[src/hdl/mcsps_pkg.sv]
// ----------------------------------------------------------------------------
// mcsps_pkg : servo pulse sequencer shared definitions
// Request types, action codes and reset constants of the servo sequencer.
// ----------------------------------------------------------------------------
package mcsps_pkg;

	localparam int DEF_CHANNELS   = 8;
	localparam int DEF_COUNT_BITS = 16;

	localparam int ACTION_W  = 2;
	localparam int CHANNEL_W = 3;
	localparam int PW_W      = 16;
	localparam int PINS_W    = 8;
	localparam int FRAME_W   = 16;

	localparam logic [FRAME_W-1:0] RESET_FRAME = FRAME_W'(18432);
	localparam logic [PW_W-1:0]    RESET_WIDTH = PW_W'(1500);

	localparam logic [ACTION_W-1:0] ACT_TICK      = 2'd0;
	localparam logic [ACTION_W-1:0] ACT_WRITE_ONE = 2'd1;
	localparam logic [ACTION_W-1:0] ACT_WRITE_ALL = 2'd2;
	localparam logic [ACTION_W-1:0] ACT_NONE      = 2'd3;

	typedef struct packed {
		logic [ACTION_W-1:0]  action;
		logic [CHANNEL_W-1:0] channel;
		logic [PW_W-1:0]      pulse_width;
	} in_item_t;

	typedef struct packed {
		logic [PINS_W-1:0] servo_pins;
		logic              frame_start;
		logic              overrun;
	} out_item_t;

endpackage

[src/hdl/multi_channel_servo_pulse_sequencer.sv]
// ----------------------------------------------------------------------------
// multi_channel_servo_pulse_sequencer : servo frame generator, one slot per channel
// Steps channel slots and a rest slot on tick requests; width writes update
// a rotating width table and the running width sum.
// ----------------------------------------------------------------------------
// channel | signals                          | moves
// in      | in_valid  in_ready  in_data      | tick / width write request
// out     | out_valid out_ready out_data     | pins, frame start, overrun
// cfg     | cfg_valid cfg_ready cfg_data     | frame length
//
// One request per cycle while in_ready is high; its result is registered in the
// output register, or in the skid entry while the sink stalls. A two-entry output
// buffer lets requests through a stall; in_ready drops only when both entries hold results.
// Reset loads 1500 into every width and 18432 as frame length; the first
// tick starts slot 0. cfg_ready is always high.
// ----------------------------------------------------------------------------
module multi_channel_servo_pulse_sequencer #(
	parameter int CHANNELS   = mcsps_pkg::DEF_CHANNELS,
	parameter int COUNT_BITS = mcsps_pkg::DEF_COUNT_BITS
) (
	input  logic                               clk,
	input  logic                               arst_n,
	input  logic                               in_valid,
	output logic                               in_ready,
	input  mcsps_pkg::in_item_t                in_data,
	output logic                               out_valid,
	input  logic                               out_ready,
	output mcsps_pkg::out_item_t               out_data,
	input  logic                               cfg_valid,
	output logic                               cfg_ready,
	input  logic [mcsps_pkg::FRAME_W-1:0]      cfg_data
);
	import mcsps_pkg::*;

	localparam int SLOT_W = $clog2(CHANNELS + 1);
	localparam int IDX_W  = (CHANNELS > 1) ? $clog2(CHANNELS) : 1;
	localparam int DIFF_W = IDX_W + 1;
	localparam int SUM_W  = PW_W + $clog2(CHANNELS + 1);

	logic [FRAME_W-1:0]    frame_q;
	logic [PW_W-1:0]       rot_q [CHANNELS];
	logic [PW_W-1:0]       rot_d [CHANNELS];
	logic [IDX_W-1:0]      ptr_q, ptr_d;
	logic [SUM_W-1:0]      sum_q, sum_d;
	logic [SLOT_W-1:0]     slot_q, slot_d, nslot;
	logic [COUNT_BITS-1:0] ticks_q, ticks_d, cnt_load;

	logic                  acc;
	logic                  tick, load, start, sat, wr_ok;
	logic [PW_W-1:0]       len16;
	logic [DIFF_W-1:0]     diff;
	logic [IDX_W-1:0]      phys;
	out_item_t             res;
	logic                  res_ready;

	assign cfg_ready = 1'b1;
	assign in_ready  = res_ready;
	assign acc       = in_valid && res_ready;

	always_comb begin
		tick  = acc && (in_data.action == ACT_TICK);
		load  = tick && (ticks_q == '0);
		nslot = (slot_q >= SLOT_W'(CHANNELS)) ? '0 : slot_q + SLOT_W'(1);

		if (nslot < SLOT_W'(CHANNELS)) begin
			len16 = (rot_q[0] == '0) ? PW_W'(1) : rot_q[0];
		end else if (sum_q >= SUM_W'(frame_q)) begin
			len16 = PW_W'(1);
		end else begin
			len16 = frame_q - PW_W'(sum_q);
		end
		sat      = (len16 >> COUNT_BITS) != '0;
		cnt_load = sat ? '1 : COUNT_BITS'(len16);

		diff = DIFF_W'(in_data.channel) + DIFF_W'(CHANNELS) - DIFF_W'(ptr_q);
		if (diff >= DIFF_W'(CHANNELS)) begin
			diff = diff - DIFF_W'(CHANNELS);
		end
		phys  = IDX_W'(diff);
		wr_ok = 32'(in_data.channel) < CHANNELS;

		rot_d   = rot_q;
		ptr_d   = ptr_q;
		sum_d   = sum_q;
		slot_d  = slot_q;
		ticks_d = ticks_q;
		start   = 1'b0;

		if (acc) begin
			unique case (in_data.action)
				ACT_TICK: begin
					if (load) begin
						slot_d  = nslot;
						ticks_d = cnt_load - COUNT_BITS'(1);
						start   = (nslot == '0);
						if (nslot < SLOT_W'(CHANNELS)) begin
							for (int k = 0; k < CHANNELS; k++) begin
								rot_d[k] = rot_q[(k + 1) % CHANNELS];
							end
							ptr_d = (ptr_q == IDX_W'(CHANNELS - 1)) ? '0 :
								ptr_q + IDX_W'(1);
						end
					end else begin
						ticks_d = ticks_q - COUNT_BITS'(1);
					end
				end
				ACT_WRITE_ONE: begin
					if (wr_ok) begin
						sum_d       = sum_q - SUM_W'(rot_q[phys]) +
							SUM_W'(in_data.pulse_width);
						rot_d[phys] = in_data.pulse_width;
					end
				end
				ACT_WRITE_ALL: begin
					for (int k = 0; k < CHANNELS; k++) begin
						rot_d[k] = in_data.pulse_width;
					end
					sum_d = SUM_W'(in_data.pulse_width) * SUM_W'(CHANNELS);
				end
				ACT_NONE: begin
				end
				default: begin
				end
			endcase
		end

		res.servo_pins  = (slot_d < SLOT_W'(CHANNELS)) ? (PINS_W'(1) << slot_d) : '0;
		res.frame_start = start;
		res.overrun     = sum_d >= SUM_W'(frame_q);
	end

	always_ff @(posedge clk or negedge arst_n) begin
		if (!arst_n) begin
			frame_q <= RESET_FRAME;
			for (int k = 0; k < CHANNELS; k++) begin
				rot_q[k] <= RESET_WIDTH;
			end
			ptr_q   <= '0;
			sum_q   <= SUM_W'(RESET_WIDTH) * SUM_W'(CHANNELS);
			slot_q  <= SLOT_W'(CHANNELS);
			ticks_q <= '0;
		end else begin
			if (cfg_valid) begin
				frame_q <= cfg_data;
			end
			rot_q   <= rot_d;
			ptr_q   <= ptr_d;
			sum_q   <= sum_d;
			slot_q  <= slot_d;
			ticks_q <= ticks_d;
		end
	end

	mcsps_skid u_skid (
		.clk       (clk),
		.arst_n    (arst_n),
		.in_valid  (acc),
		.in_ready  (res_ready),
		.in_data   (res),
		.out_valid (out_valid),
		.out_ready (out_ready),
		.out_data  (out_data)
	);

endmodule

[src/hdl/mcsps_skid.sv]
// ----------------------------------------------------------------------------
// mcsps_skid : two-entry result buffer
// Holds results so the sequencer can take a request while the sink stalls.
// ----------------------------------------------------------------------------
module mcsps_skid (
	input  logic                 clk,
	input  logic                 arst_n,
	input  logic                 in_valid,
	output logic                 in_ready,
	input  mcsps_pkg::out_item_t in_data,
	output logic                 out_valid,
	input  logic                 out_ready,
	output mcsps_pkg::out_item_t out_data
);
	import mcsps_pkg::*;

	out_item_t main_q;
	out_item_t skid_q;
	logic      main_valid_q;
	logic      skid_valid_q;

	assign in_ready  = !skid_valid_q;
	assign out_valid = main_valid_q;
	assign out_data  = main_q;

	always_ff @(posedge clk or negedge arst_n) begin
		if (!arst_n) begin
			main_valid_q <= 1'b0;
			skid_valid_q <= 1'b0;
		end else if (out_ready || !main_valid_q) begin
			main_valid_q <= skid_valid_q || in_valid;
			skid_valid_q <= 1'b0;
		end else if (in_valid && !skid_valid_q) begin
			skid_valid_q <= 1'b1;
		end
	end

	always_ff @(posedge clk) begin
		if (out_ready || !main_valid_q) begin
			main_q <= skid_valid_q ? skid_q : in_data;
		end else if (in_valid && !skid_valid_q) begin
			skid_q <= in_data;
		end
	end

endmodule

[config.mk]
export PLATFORM = sky130hd
export DESIGN_NAME = multi_channel_servo_pulse_sequencer
export DESIGN_NICKNAME = d
export VERILOG_FILES = /design/src/hdl/mcsps_pkg.sv /design/src/hdl/multi_channel_servo_pulse_sequencer.sv /design/src/hdl/mcsps_skid.sv
export SDC_FILE = /design/constraint.sdc
export NUM_CORES = 1
export LEC_CHECK = 0
export BUFFER_PORTS_ARGS = -buffer_cell sky130_fd_sc_hd__buf_2
export CAP_MARGIN = 5
export CORE_MARGIN = 2
export CORE_UTILIZATION = 50
export CTS_CLUSTER_DIAMETER = 80
export CTS_CLUSTER_SIZE = 20
export DETAILED_ROUTE_END_ITERATION = 7
export GPL_TIMING_DRIVEN = 0
export PLACE_DENSITY_LB_ADDON = 0.15
export SLEW_MARGIN = 10
export SYNTH_ARGS = -nofsm -noshare
export SYNTH_HDL_FRONTEND = slang
export SYNTH_SLANG_ARGS = --single-unit
[constraint.sdc]
create_clock -name clk -period 7.44 [get_ports clk]
set_input_delay 0.372 -clock clk [delete_from_list [all_inputs] [get_ports clk]]
set_output_delay 0.372 -clock clk [all_outputs]
set_load 0.03 [all_outputs]
==> reports/results.txt, run 1 <==
status -> finished clean
first drt pass iteration count -> 6
Routed WL -> 58400 µm
DP Cell Count -> 2399
Pint -> 3670 µW
Endpoint, Worst Hold -> frame_q[15]
cell count after synthesis -> 1955
Wirelength per Cell -> 24.0 µm
Crit path depth -> 32
ratio of cells with drive above 1 in the final layout -> 0.120
Layout Cells excl Fill -> 2431
peak supply drop -> 0.000440 V
Core Footprint -> 0.0297 mm²
r2r setup slk -> 0.30 ns
Area contributors post-synth -> dfrtp_1, dfstp_2, o21ai_0, a21oi_1, nand2_1
gp weighted congestion -> 0.987
crit-path max FO -> 10
vias in the first global route -> 15200
FMAX -> 140 MHz
R2R depth -> 32
htree depth -> 1
switch share -> 0.484
clk root buf -> clkbuf_16
worst-margin pin slew -> 1.13 ns
ys flop type -> dfrtp_1
crit-path most repeated cell -> ha_1
critical path data arrival time -> 7.40 ns
combinational power share -> 0.577
Slew Limit Fails -> 0
Net Count, Synth -> 2096
Inserted Clock Buffers -> 16
io pins -> 55
fin crit period -> 7.14 ns
worst skew pair latency -> 0.52 ns
initial antenna violation count -> 0
PortBufs -> 53
r2r startpoint -> ptr_q[0]
Max clock buf depth -> 3
R2R Path End -> u_skid.out_data[0]
Worst-path clk slew -> 0.08 ns
Yosys top cell by area -> dfrtp_1
Mapped Avg Cell Area -> 7.72 µm²
Buffers & Inverters on Critical Path -> 4
nets -> 2173
Synth top area share -> 0.204
number of hold violations in the final report -> 0
Max-Cap Viols -> 0
Final Cell Area -> 0.0167 mm²
top sig layer -> met4
placed inst area -> 0.0159 mm²
top-count cell post-synth -> nand2_1
gr usage total -> 0.369
first-pass GRT wire length -> 88500 µm
Rel. slew slack -> 0.239
HPWL after detailed placement -> 44300 µm
WP data required -> 7.70 ns
final setup vio count -> 0
CTS tree -> built
grt total ovfl -> 0
DP Worst Slack -> -1.12 ns
initial drt markers -> 1771
Routed met2 length -> 25100 µm
mapped cell area -> 0.0151 mm²
critical path startpoint category -> flip-flop
crit path kind -> reg -> reg
Vert. Die Dim -> 178 µm
cell area power density -> 427 mW/mm²
HP Class -> in -> reg
YS warnings -> 0
Async SR Flop Fraction -> 0.904
sequential power share -> 0.289
list of most frequent post-synthesis cells -> nand2_1, o21ai_0, a21oi_1, clkbuf_1, dfrtp_1
Final Skew -> 0.0280 ns
Routed Antenna Nets -> 0
Worst Setup Slack, final -> 0.302 ns
flip-flop and latch count after synthesis -> 209
Post-route DRC -> 0
chip width -> 178 µm
DR vias/cell -> 6.50
Die Area -> 0.0316 mm²
starting density of the core -> 0.508
cell family with most CP delay -> compound AO/OA/AOI/OAI gates
P_sw -> 3450 µW
CP endpoint kind -> flip-flop
largest net degree at the start of global routing -> 103
met1 WL -> 24800 µm
CP max stage delay -> 0.45 ns
Worst Hold Launch -> cfg_data[15]
final worst-path cycle share -> 0.959
sequential share of the synthesized area -> 0.359
area delta synth->final -> 10.4%
met3 wire len -> 6240 µm
hold path depth -> 3
clock power share -> 0.133
row cnt -> 63
CP max stage cell -> or4_4
Ant. Diodes -> 0
Pleak -> 0.00707 µW
Post-synth EDFFs -> 20
library cells used by synthesis -> 81
clock net sink count -> 209
via count -> 15800
-- cell type report --
class,count,area [µm²]
buffer,161,714
clock buffer,18,429
clock inverter,9,90.1
fill,2873,13100
inverter,60,225
multi-input combinational,1524,8950
sequential,209,5410
tap,390,488
timing repair buffer,60,350
-- flip-flops by register name, indices dropped and copies added, names as in the netlist --
name                 cells
frame_q                 16
sum_q                   20
ptr_q                    3
u_skid.skid_q           10
rot_q                  128
u_skid.skid_valid_q      1
u_skid.out_valid         1
u_skid.out_data         10
slot_q                   4
ticks_q                 16
-- cells in the final DEF, fill, tap and decap left out, types with 6 or more instances in the layout --
| cell type | n |
|---|---|
| nor2_1 | 78 |
| dfrtp_1 | 123 |
| nor2b_1 | 9 |
| o21a_1 | 14 |
| nand4_1 | 9 |
| clkbuf_16 | 17 |
| a21o_1 | 16 |
| nor3_1 | 18 |
| fa_1 | 18 |
| inv_6 | 6 |
| buf_2 | 74 |
| a21boi_1 | 12 |
| nand2_1 | 364 |
| and2_1 | 7 |
| nand2b_1 | 10 |
| o211ai_1 | 6 |
| a221oi_1 | 9 |
| xnor2_1 | 22 |
| nand3_1 | 10 |
| o22ai_1 | 62 |
| clkbuf_2 | 9 |
| dfstp_2 | 66 |
| buf_4 | 15 |
| inv_1 | 60 |
| o31ai_1 | 7 |
| a31oi_1 | 6 |
| ha_1 | 80 |
| nor4_1 | 13 |
| o21ai_0 | 319 |
| a21oi_1 | 313 |
| xor2_1 | 12 |
| buf_1 | 9 |
| edfxtp_1 | 20 |
| clkbuf_1 | 105 |
-- power groups by stage --
stage          clock network, µW  logic, µW  registers [µW]
2_1_floorplan                  0       2780            1860
3_3_place_gp                   0       3640            2050
3_5_place_dp                   0       3700            2060
4_1_cts                      964       3790            2040
5_1_grt                      998       4540            2080
6_report                     948       4110            2060
-- what timing repair did --
item / 4_1_cts / 5_1_grt
setup buffers: 1 / 4
gates resized for setup: 25 / 72
hold buffers: 1 / 0
endpoints found under the hold margin: 56 / 0
endpoints found under the setup margin: 2 / 2
pin swaps: 2 / 11
-- metrics by stage --
step	utilization	hold WS [ns]	total power [µW]	setup TNS [ns]
finish	0.561	0.0727	7120	0
global route	0.561	0.0870	7620	-0.0326
CTS	0.554	0.0590	6800	0
detailed placement	0.535	0.453	5760	-1.99
global placement	0.533	0.491	5690	-1.69
floorplan	-	0.0764	4640	0
-- per-layer routing --
metal / GRT usage / vias to the layer above
met2: 0.559 / 946
li1: - / 7086
met3: 0.0840 / 157
met1: 0.519 / 7608
met5: 0 / -
met4: 0.125 / 0
-- worst max path at each step --
stage                     start  slack (ns)            endpoint
floorplan           in_data[16]        1.00  u_skid.out_data[0]
global placement    in_data[16]       -0.97  u_skid.out_data[0]
detailed placement  in_data[16]       -1.12  u_skid.out_data[0]
CTS                    ptr_q[0]       0.004  u_skid.out_data[0]
global route           ptr_q[0]       -0.03  u_skid.out_data[0]
finish                 ptr_q[0]        0.30  u_skid.out_data[0]
-- worst reg2reg max path, delay by kind of cell, from the launching register on --
family                   cells  cell delay, ns
flip-flops                   1            0.39
multiplexers                 1            0.27
AND/OR/NAND/NOR              7            1.56
AO/OA/AOI/OAI               11            1.72
buffers and inverters        4            0.60
adder cells (fa/ha/maj)      6            1.71
XOR/XNOR                     3            0.64
-- kinds of logic after synthesis --
family | after synthesis | synth area share
flip-flops | 209 | 0.359
adder cells (fa/ha/maj) | 99 | 0.0910
XOR/XNOR | 37 | 0.0215
AND/OR/NAND/NOR | 546 | 0.153
buffers and inverters | 222 | 0.0579
AO/OA/AOI/OAI | 833 | 0.312
multiplexers | 8 | 0.00572
other | 1 | 0.000248
(Power assumes the default switching activity.)
==> inputs of run 2 (changes only) <==
--- a/config.mk
+++ b/config.mk
@@ -17,4 +17,5 @@
 export SLEW_MARGIN = 10
 export SYNTH_ARGS = -nofsm -noshare
 export SYNTH_HDL_FRONTEND = slang
+export SYNTH_HIERARCHICAL = 1
 export SYNTH_SLANG_ARGS = --single-unit
==> reports/results.txt, run 2 <==
area delta synth->final -> 11.1% (was 10.4%)
Max-Cap Viols -> 0 (unchanged)
number of hold violations in the final report -> 0 (unchanged)
max reg flops -> 128 (unchanged)
CP startpoint -> ptr_q[0] (unchanged)
Synth top area share -> 0.204 (about the same)
library cells used by synthesis -> 82 (was 81)
complex-gate fraction of the synthesized area -> 0.298 (was 0.312)
initial antenna violation count -> 0 (unchanged)
Worst-path clk slew -> 0.09 ns (was 0.08 ns)
Pleak -> 0.00724 µW (was 0.00707 µW)
grt total ovfl -> 0 (unchanged)
Slew Limit Fails -> 0 (unchanged)
combinational power share -> 0.559 (was 0.577)
gr usage total -> 0.378 (was 0.369)
worst-margin pin slew -> 0.963 ns (was 1.13 ns)
largest net degree at the start of global routing -> 102 (was 103)
Net Count, Synth -> 2085 (was 2096)
list of most frequent post-synthesis cells -> nand2_1, a21oi_1, o21ai_0, clkbuf_1, dfrtp_1 (was nand2_1, o21ai_0, a21oi_1, clkbuf_1, dfrtp_1)
clock power share -> 0.149 (was 0.133)
via count -> 15800 (about the same)
commonest non-fill, non-tap cell in the layout -> nand2_1 (unchanged)
worst skew pair latency -> 0.52 ns (about the same)
Post-Synth XOR/XNOR Area -> 0.0226 (was 0.0215)
r2r startpoint -> ptr_q[0] (unchanged)
htree depth -> 1 (unchanged)
Worst Setup Slack, final -> 0.234 ns (was 0.302 ns)
Area contributors post-synth -> dfrtp_1, dfstp_2, a21oi_1, o21ai_0, nand2_1 (was dfrtp_1, dfstp_2, o21ai_0, a21oi_1, nand2_1)
final setup vio count -> 0 (unchanged)
DR vias/cell -> 6.52 (was 6.50)
chip width -> 178 µm (about the same)
first drt pass iteration count -> 7 (was 6)
Adder-Cell Fraction of Synth Area -> 0.0909 (was 0.0910)
fin crit period -> 7.21 ns (was 7.14 ns)
clk root buf -> clkbuf_16 (unchanged)
DP Worst Slack -> -0.963 ns (was -1.12 ns)
Post-route DRC -> 0 (unchanged)
Core Footprint -> 0.0297 mm² (unchanged)
CP endpoint kind -> flip-flop (unchanged)
total power -> 7130 µW (was 7120 µW)
Inserted Clock Buffers -> 18 (was 16)
Largest Register -> rot_q (unchanged)
Mapped Avg Cell Area -> 7.77 µm² (was 7.72 µm²)
Max clock buf depth -> 3 (unchanged)
peak supply drop -> 0.000357 V (was 0.000440 V)
Final Cell Area -> 0.0168 mm² (was 0.0167 mm²)
nets -> 2168 (was 2173)
crit path kind -> reg -> reg (unchanged)
io pins -> 55 (unchanged)
mapped cell area -> 0.0151 mm² (about the same)
multiplexer share of the synthesized area -> 0.0123 (was 0.00572)
HPWL after detailed placement -> 45500 µm (was 44300 µm)
Final Skew -> 0.0149 ns (was 0.0280 ns)
FMAX -> 139 MHz (was 140 MHz)
cell family with most CP delay -> compound AO/OA/AOI/OAI gates (unchanged)
WP data required -> 7.71 ns (was 7.70 ns)
status -> finished clean (unchanged)
Hold Slack -> 0.0628 ns (was 0.0727 ns)
row cnt -> 63 (unchanged)
CP max stage cell -> fa_1 (was or4_4)
cell area power density -> 425 mW/mm² (was 427 mW/mm²)
placed inst area -> 0.0159 mm² (about the same)
top-count cell post-synth -> nand2_1 (unchanged)
final worst-path cycle share -> 0.969 (was 0.959)
switch share -> 0.484 (about the same)
Yosys top cell by area -> dfrtp_1 (unchanged)
largest family of logic cells by synthesized area -> compound AO/OA/AOI/OAI gates (unchanged)
Worst Hold Launch -> cfg_data[14] (was cfg_data[15])
initial drt markers -> 2060 (was 1771)
Fillers -> 2802 (was 2873)
sequential power share -> 0.292 (was 0.289)
commonest non-fill, non-tap cells in the layout -> nand2_1, a21oi_1, o21ai_0, dfrtp_1, clkbuf_1 (was nand2_1, o21ai_0, a21oi_1, dfrtp_1, clkbuf_1)
cell count after synthesis -> 1944 (was 1955)
ys flop type -> dfrtp_1 (unchanged)
Async SR Flop Fraction -> 0.904 (unchanged)
PortBufs -> 53 (unchanged)
CTS tree -> built (unchanged)
Wirelength per Cell -> 24.8 µm (was 24.0 µm)
YS warnings -> 6 (was 0)
Routed WL -> 60200 µm (was 58400 µm)
CP max stage delay -> 0.51 ns (was 0.45 ns)
first-pass GRT wire length -> 90100 µm (was 88500 µm)
crit-path most repeated cell -> a21o_1 (was ha_1)
flip-flop and latch count after synthesis -> 209 (unchanged)
critical path startpoint category -> flip-flop (unchanged)
Routed Antenna Nets -> 0 (unchanged)
gp weighted congestion -> 0.986 (was 0.987)
simple-gate share of the synthesized area -> 0.160 (was 0.153)
Vert. Die Dim -> 178 µm (about the same)
Regs by FF count -> rot_q: 128 flops, sum_q: 20 flops (unchanged)
ratio of cells with drive above 1 in the final layout -> 0.124 (was 0.120)
vias in the first global route -> 14700 (was 15200)
Post-synth EDFFs -> 20 (unchanged)
starting density of the core -> 0.508 (about the same)
clock net sink count -> 209 (unchanged)
Pint -> 3680 µW (was 3670 µW)
P_sw -> 3450 µW (about the same)
crit-path max FO -> 10 (unchanged)
Die Area -> 0.0316 mm² (about the same)
HP Class -> in -> reg (unchanged)
Buffers & Inverters on Critical Path -> 3 (was 4)
sequential share of the synthesized area -> 0.358 (was 0.359)
critical path data arrival time -> 7.48 ns (was 7.40 ns)
Rel. slew slack -> 0.357 (was 0.239)
## run 2: routing by layer
metal  global-route usage  vias to the layer above  wire length [µm]  share of wire
met2                0.569                     1005             26000           0.43
met5                    0                        -                 0              0
li1                     -                     7054                 -              -
met4                0.121                        0              1900          0.032
met1                0.553                     7627             25900           0.43
met3               0.0623                      149              6440           0.11
## run 2: layout make-up
type / instances / area [µm²] / area share
multi-input combinational: 1516 / 8870 / 0.529
sequential: 209 / 5410 / 0.322
buffer: 160 / 791 / 0.0471
clock buffer: 23 / 522 / 0.0311
tap: 390 / 488 / 0.0291
timing repair buffer: 63 / 373 / 0.0222
inverter: 59 / 221 / 0.0132
clock inverter: 9 / 103 / 0.00611
antenna: 1 / 2.50 / 0.000149
## run 2: power groups by stage
stage / combinational, µW / sequential, µW / clock [µW]
detailed placement: 3730 / 2070 / 0
global route: 4380 / 2100 / 1110
floorplan: 2760 / 1880 / 0
global placement: 3660 / 2070 / 0
CTS: 3780 / 2050 / 1060
finish: 3990 / 2080 / 1060
## run 2: kinds of logic after synthesis
group	count (synthesis)
AO/OA/AOI/OAI	806
XOR/XNOR	39
adder cells (fa/ha/maj)	99
buffers and inverters	219
flip-flops	209
multiplexers	14
other	1
AND/OR/NAND/NOR	557
## run 2: what timing repair did
action,in CTS,in global routing
buffers inserted,0,8
cloned,0,0
pin swaps,0,8
gates resized for setup,33,64
hold buffers,1,0
hold endpoints to repair,66,0
endpoints found under the setup margin,2,2
## run 2: worst register-to-register path, delay by kind of cell (launching register included)
family                     cells  cell delay [ns]
and+or+nand+nor                6             1.27
AOI/OAI and AO/OA             14             2.61
DFF                            1             0.40
muxes                          1             0.29
adders and majority gates      5             1.82
xor gates and xnor gates       1             0.19
buffers and inverters          3             0.39
## run 2: final timing paths
check / slack (ns) / endpoint / depth (start not counted)
max in group asynchronous: 5.97 / rot_q[114] / 3
setup / recovery: 0.23 / u_skid/out_data[0] / 30
hold / removal: 0.06 / frame_q[14] / 3
min in group asynchronous: 0.44 / rot_q[77] / 2
setup reg to reg: 0.23 / u_skid/out_data[0] / 30
hold reg to reg: 0.53 / ticks_q[13] / 2
## run 2: per-stage QoR
step / utilization / std cells / setup TNS [ns]
after detailed placement: 0.535 / 2388 / -1.67
final: 0.565 / 2430 / 0
after global routing: 0.565 / 2429 / -0.0222
after floorplan: - / 1944 / 0
after global placement: 0.534 / 2387 / -1.78
after CTS: 0.559 / 2421 / 0
==> inputs of run 3 (changes only) <==
--- a/config.mk
+++ b/config.mk
@@ -13,7 +13,7 @@
 export CTS_CLUSTER_SIZE = 20
 export DETAILED_ROUTE_END_ITERATION = 7
 export GPL_TIMING_DRIVEN = 0
-export PLACE_DENSITY_LB_ADDON = 0.15
+export PLACE_DENSITY = 0.74
 export SLEW_MARGIN = 10
 export SYNTH_ARGS = -nofsm -noshare
 export SYNTH_HDL_FRONTEND = slang
==> reports/results.txt, run 3 (synthesis results as in run 2) <==
crit path kind -> reg -> reg (unchanged)
commonest non-fill, non-tap cell in the layout -> nand2_1 (unchanged)
Hold Slack -> 0.0689 ns (was 0.0628 ns)
Max-Cap Viols -> 0 (unchanged)
commonest non-fill, non-tap cells in the layout -> nand2_1, a21oi_1, o21ai_0, dfrtp_1, clkbuf_1 (unchanged)
row cnt -> 63 (unchanged)
Final Cell Area -> 0.0168 mm² (about the same)
final setup vio count -> 0 (unchanged)
Worst Setup Slack, final -> 0.0792 ns (was 0.234 ns)
Slew Limit Fails -> 0 (unchanged)
Worst-path clk slew -> 0.08 ns (was 0.09 ns)
cell area power density -> 420 mW/mm² (was 425 mW/mm²)
area delta synth->final -> 11.5% (was 11.1%)
Inserted Clock Buffers -> 16 (was 18)
htree depth -> 1 (unchanged)
peak supply drop -> 0.000442 V (was 0.000357 V)
Rel. slew slack -> 0.272 (was 0.357)
initial drt markers -> 2238 (was 2060)
Regs by FF count -> rot_q: 128 flops, sum_q: 20 flops (unchanged)
CP max stage cell -> fa_2 (was fa_1)
max reg flops -> 128 (unchanged)
clk root buf -> clkbuf_16 (unchanged)
Routed Antenna Nets -> 0 (unchanged)
gr usage total -> 0.373 (was 0.378)
grt total ovfl -> 0 (unchanged)
final worst-path cycle share -> 0.989 (was 0.969)
CTS tree -> built (unchanged)
crit-path most repeated cell -> a21o_1 (unchanged)
Largest Register -> rot_q (unchanged)
Pleak -> 0.00724 µW (about the same)
Die Area -> 0.0316 mm² (unchanged)
Max clock buf depth -> 3 (unchanged)
worst skew pair latency -> 0.53 ns (was 0.52 ns)
worst-margin pin slew -> 1.09 ns (was 0.963 ns)
DR vias/cell -> 6.54 (was 6.52)
chip width -> 178 µm (unchanged)
clock net sink count -> 209 (unchanged)
Core Footprint -> 0.0297 mm² (unchanged)
ratio of cells with drive above 1 in the final layout -> 0.128 (was 0.124)
placed inst area -> 0.0159 mm² (about the same)
nets -> 2169 (was 2168)
first drt pass iteration count -> 6 (was 7)
fin crit period -> 7.36 ns (was 7.21 ns)
status -> finished clean (unchanged)
WP data required -> 7.71 ns (about the same)
Ant. Diodes -> 0 (was 1)
CP endpoint kind -> flip-flop (unchanged)
critical path startpoint category -> flip-flop (unchanged)
DP Cell Count -> 2389 (was 2388)
DP Worst Slack -> -0.915 ns (was -0.963 ns)
largest net degree at the start of global routing -> 76 (was 102)
Wirelength per Cell -> 24.5 µm (was 24.8 µm)
starting density of the core -> 0.508 (unchanged)
Vert. Die Dim -> 178 µm (unchanged)
gp weighted congestion -> 1.01 (was 0.986)
FMAX -> 136 MHz (was 139 MHz)
critical path data arrival time -> 7.63 ns (was 7.48 ns)
HP Class -> in -> reg (unchanged)
CP max stage delay -> 0.62 ns (was 0.51 ns)
Layout Cells excl Fill -> 2428 (was 2430)
first-pass GRT wire length -> 89000 µm (was 90100 µm)
PortBufs -> 53 (unchanged)
Post-route DRC -> 0 (unchanged)
Routed WL -> 59400 µm (was 60200 µm)
via count -> 15900 (was 15800)
io pins -> 55 (unchanged)
Final Skew -> 0.0228 ns (was 0.0149 ns)
initial antenna violation count -> 0 (unchanged)
vias in the first global route -> 14800 (was 14700)
HPWL after detailed placement -> 44500 µm (was 45500 µm)
number of hold violations in the final report -> 0 (unchanged)
crit-path max FO -> 10 (unchanged)
-- run 3: worst paths after layout --
check	endpoint	start	slack, ns	depth (start not counted)
max	u_skid/out_data[0]	ptr_q[0]	0.08	29
min	frame_q[11]	cfg_data[11]	0.07	3
max reg2reg	u_skid/out_data[0]	ptr_q[0]	0.08	29
min reg2reg	ticks_q[11]	ticks_q[11]	0.53	2
max in group asynchronous	rot_q[18]	arst_n	5.98	4
min in group asynchronous	rot_q[46]	arst_n	0.36	2
-- run 3: power by group --
group          total [µW]  leakage [µW]  switching [µW]  internal, µW
Combinational        4050       0.00461            2450          1590
Clock                 957      0.000261             483           475
Sequential           2080       0.00236             459          1620
Total                7080       0.00724            3390          3690
-- run 3: area by class of cell --
type / count / area [µm²]
well taps: 390 / 488
fillers: 2783 / 12900
multi-input cells: 1516 / 8960
clock buffers: 20 / 447
clock inverters: 8 / 88.8
plain buffers: 159 / 802
inverters: 59 / 221
flip-flops and latches: 209 / 5410
repair buffers: 67 / 423
-- run 3: critical path, delay by kind of cell, from the launching register on --
kind	cells	cell delay [ns]
buf+inv	2	0.34
flops	1	0.37
mux	1	0.30
compound gates	14	2.65
simple gates	5	1.25
xor+xnor	2	0.40
fa+ha+maj	5	1.83
-- run 3: timing repair --
action	4_1_cts	5_1_grt
hold endpoints to repair	47	0
buffers inserted	0	11
pin swaps	1	14
hold buffers	1	0
setup endpoints to repair	2	2
resized for setup	38	78
-- run 3: metrics by stage --
step	total power (µW)	setup TNS (ns)	util
floorplan	4640	0	-
global placement	5670	-1.50	0.534
detailed placement	5760	-1.57	0.536
CTS	6760	0	0.558
global route	7540	-0.107	0.567
finish	7080	0	0.567
-- run 3: routing by layer --
metal  part of all wire  GRT usage  vias to the layer above
li1                   -          -                     7041
met1               0.40      0.527                     7542
met2               0.42      0.553                     1081
met3               0.13     0.0795                      212
met4              0.048      0.155                        0
met5                  0          0                        -
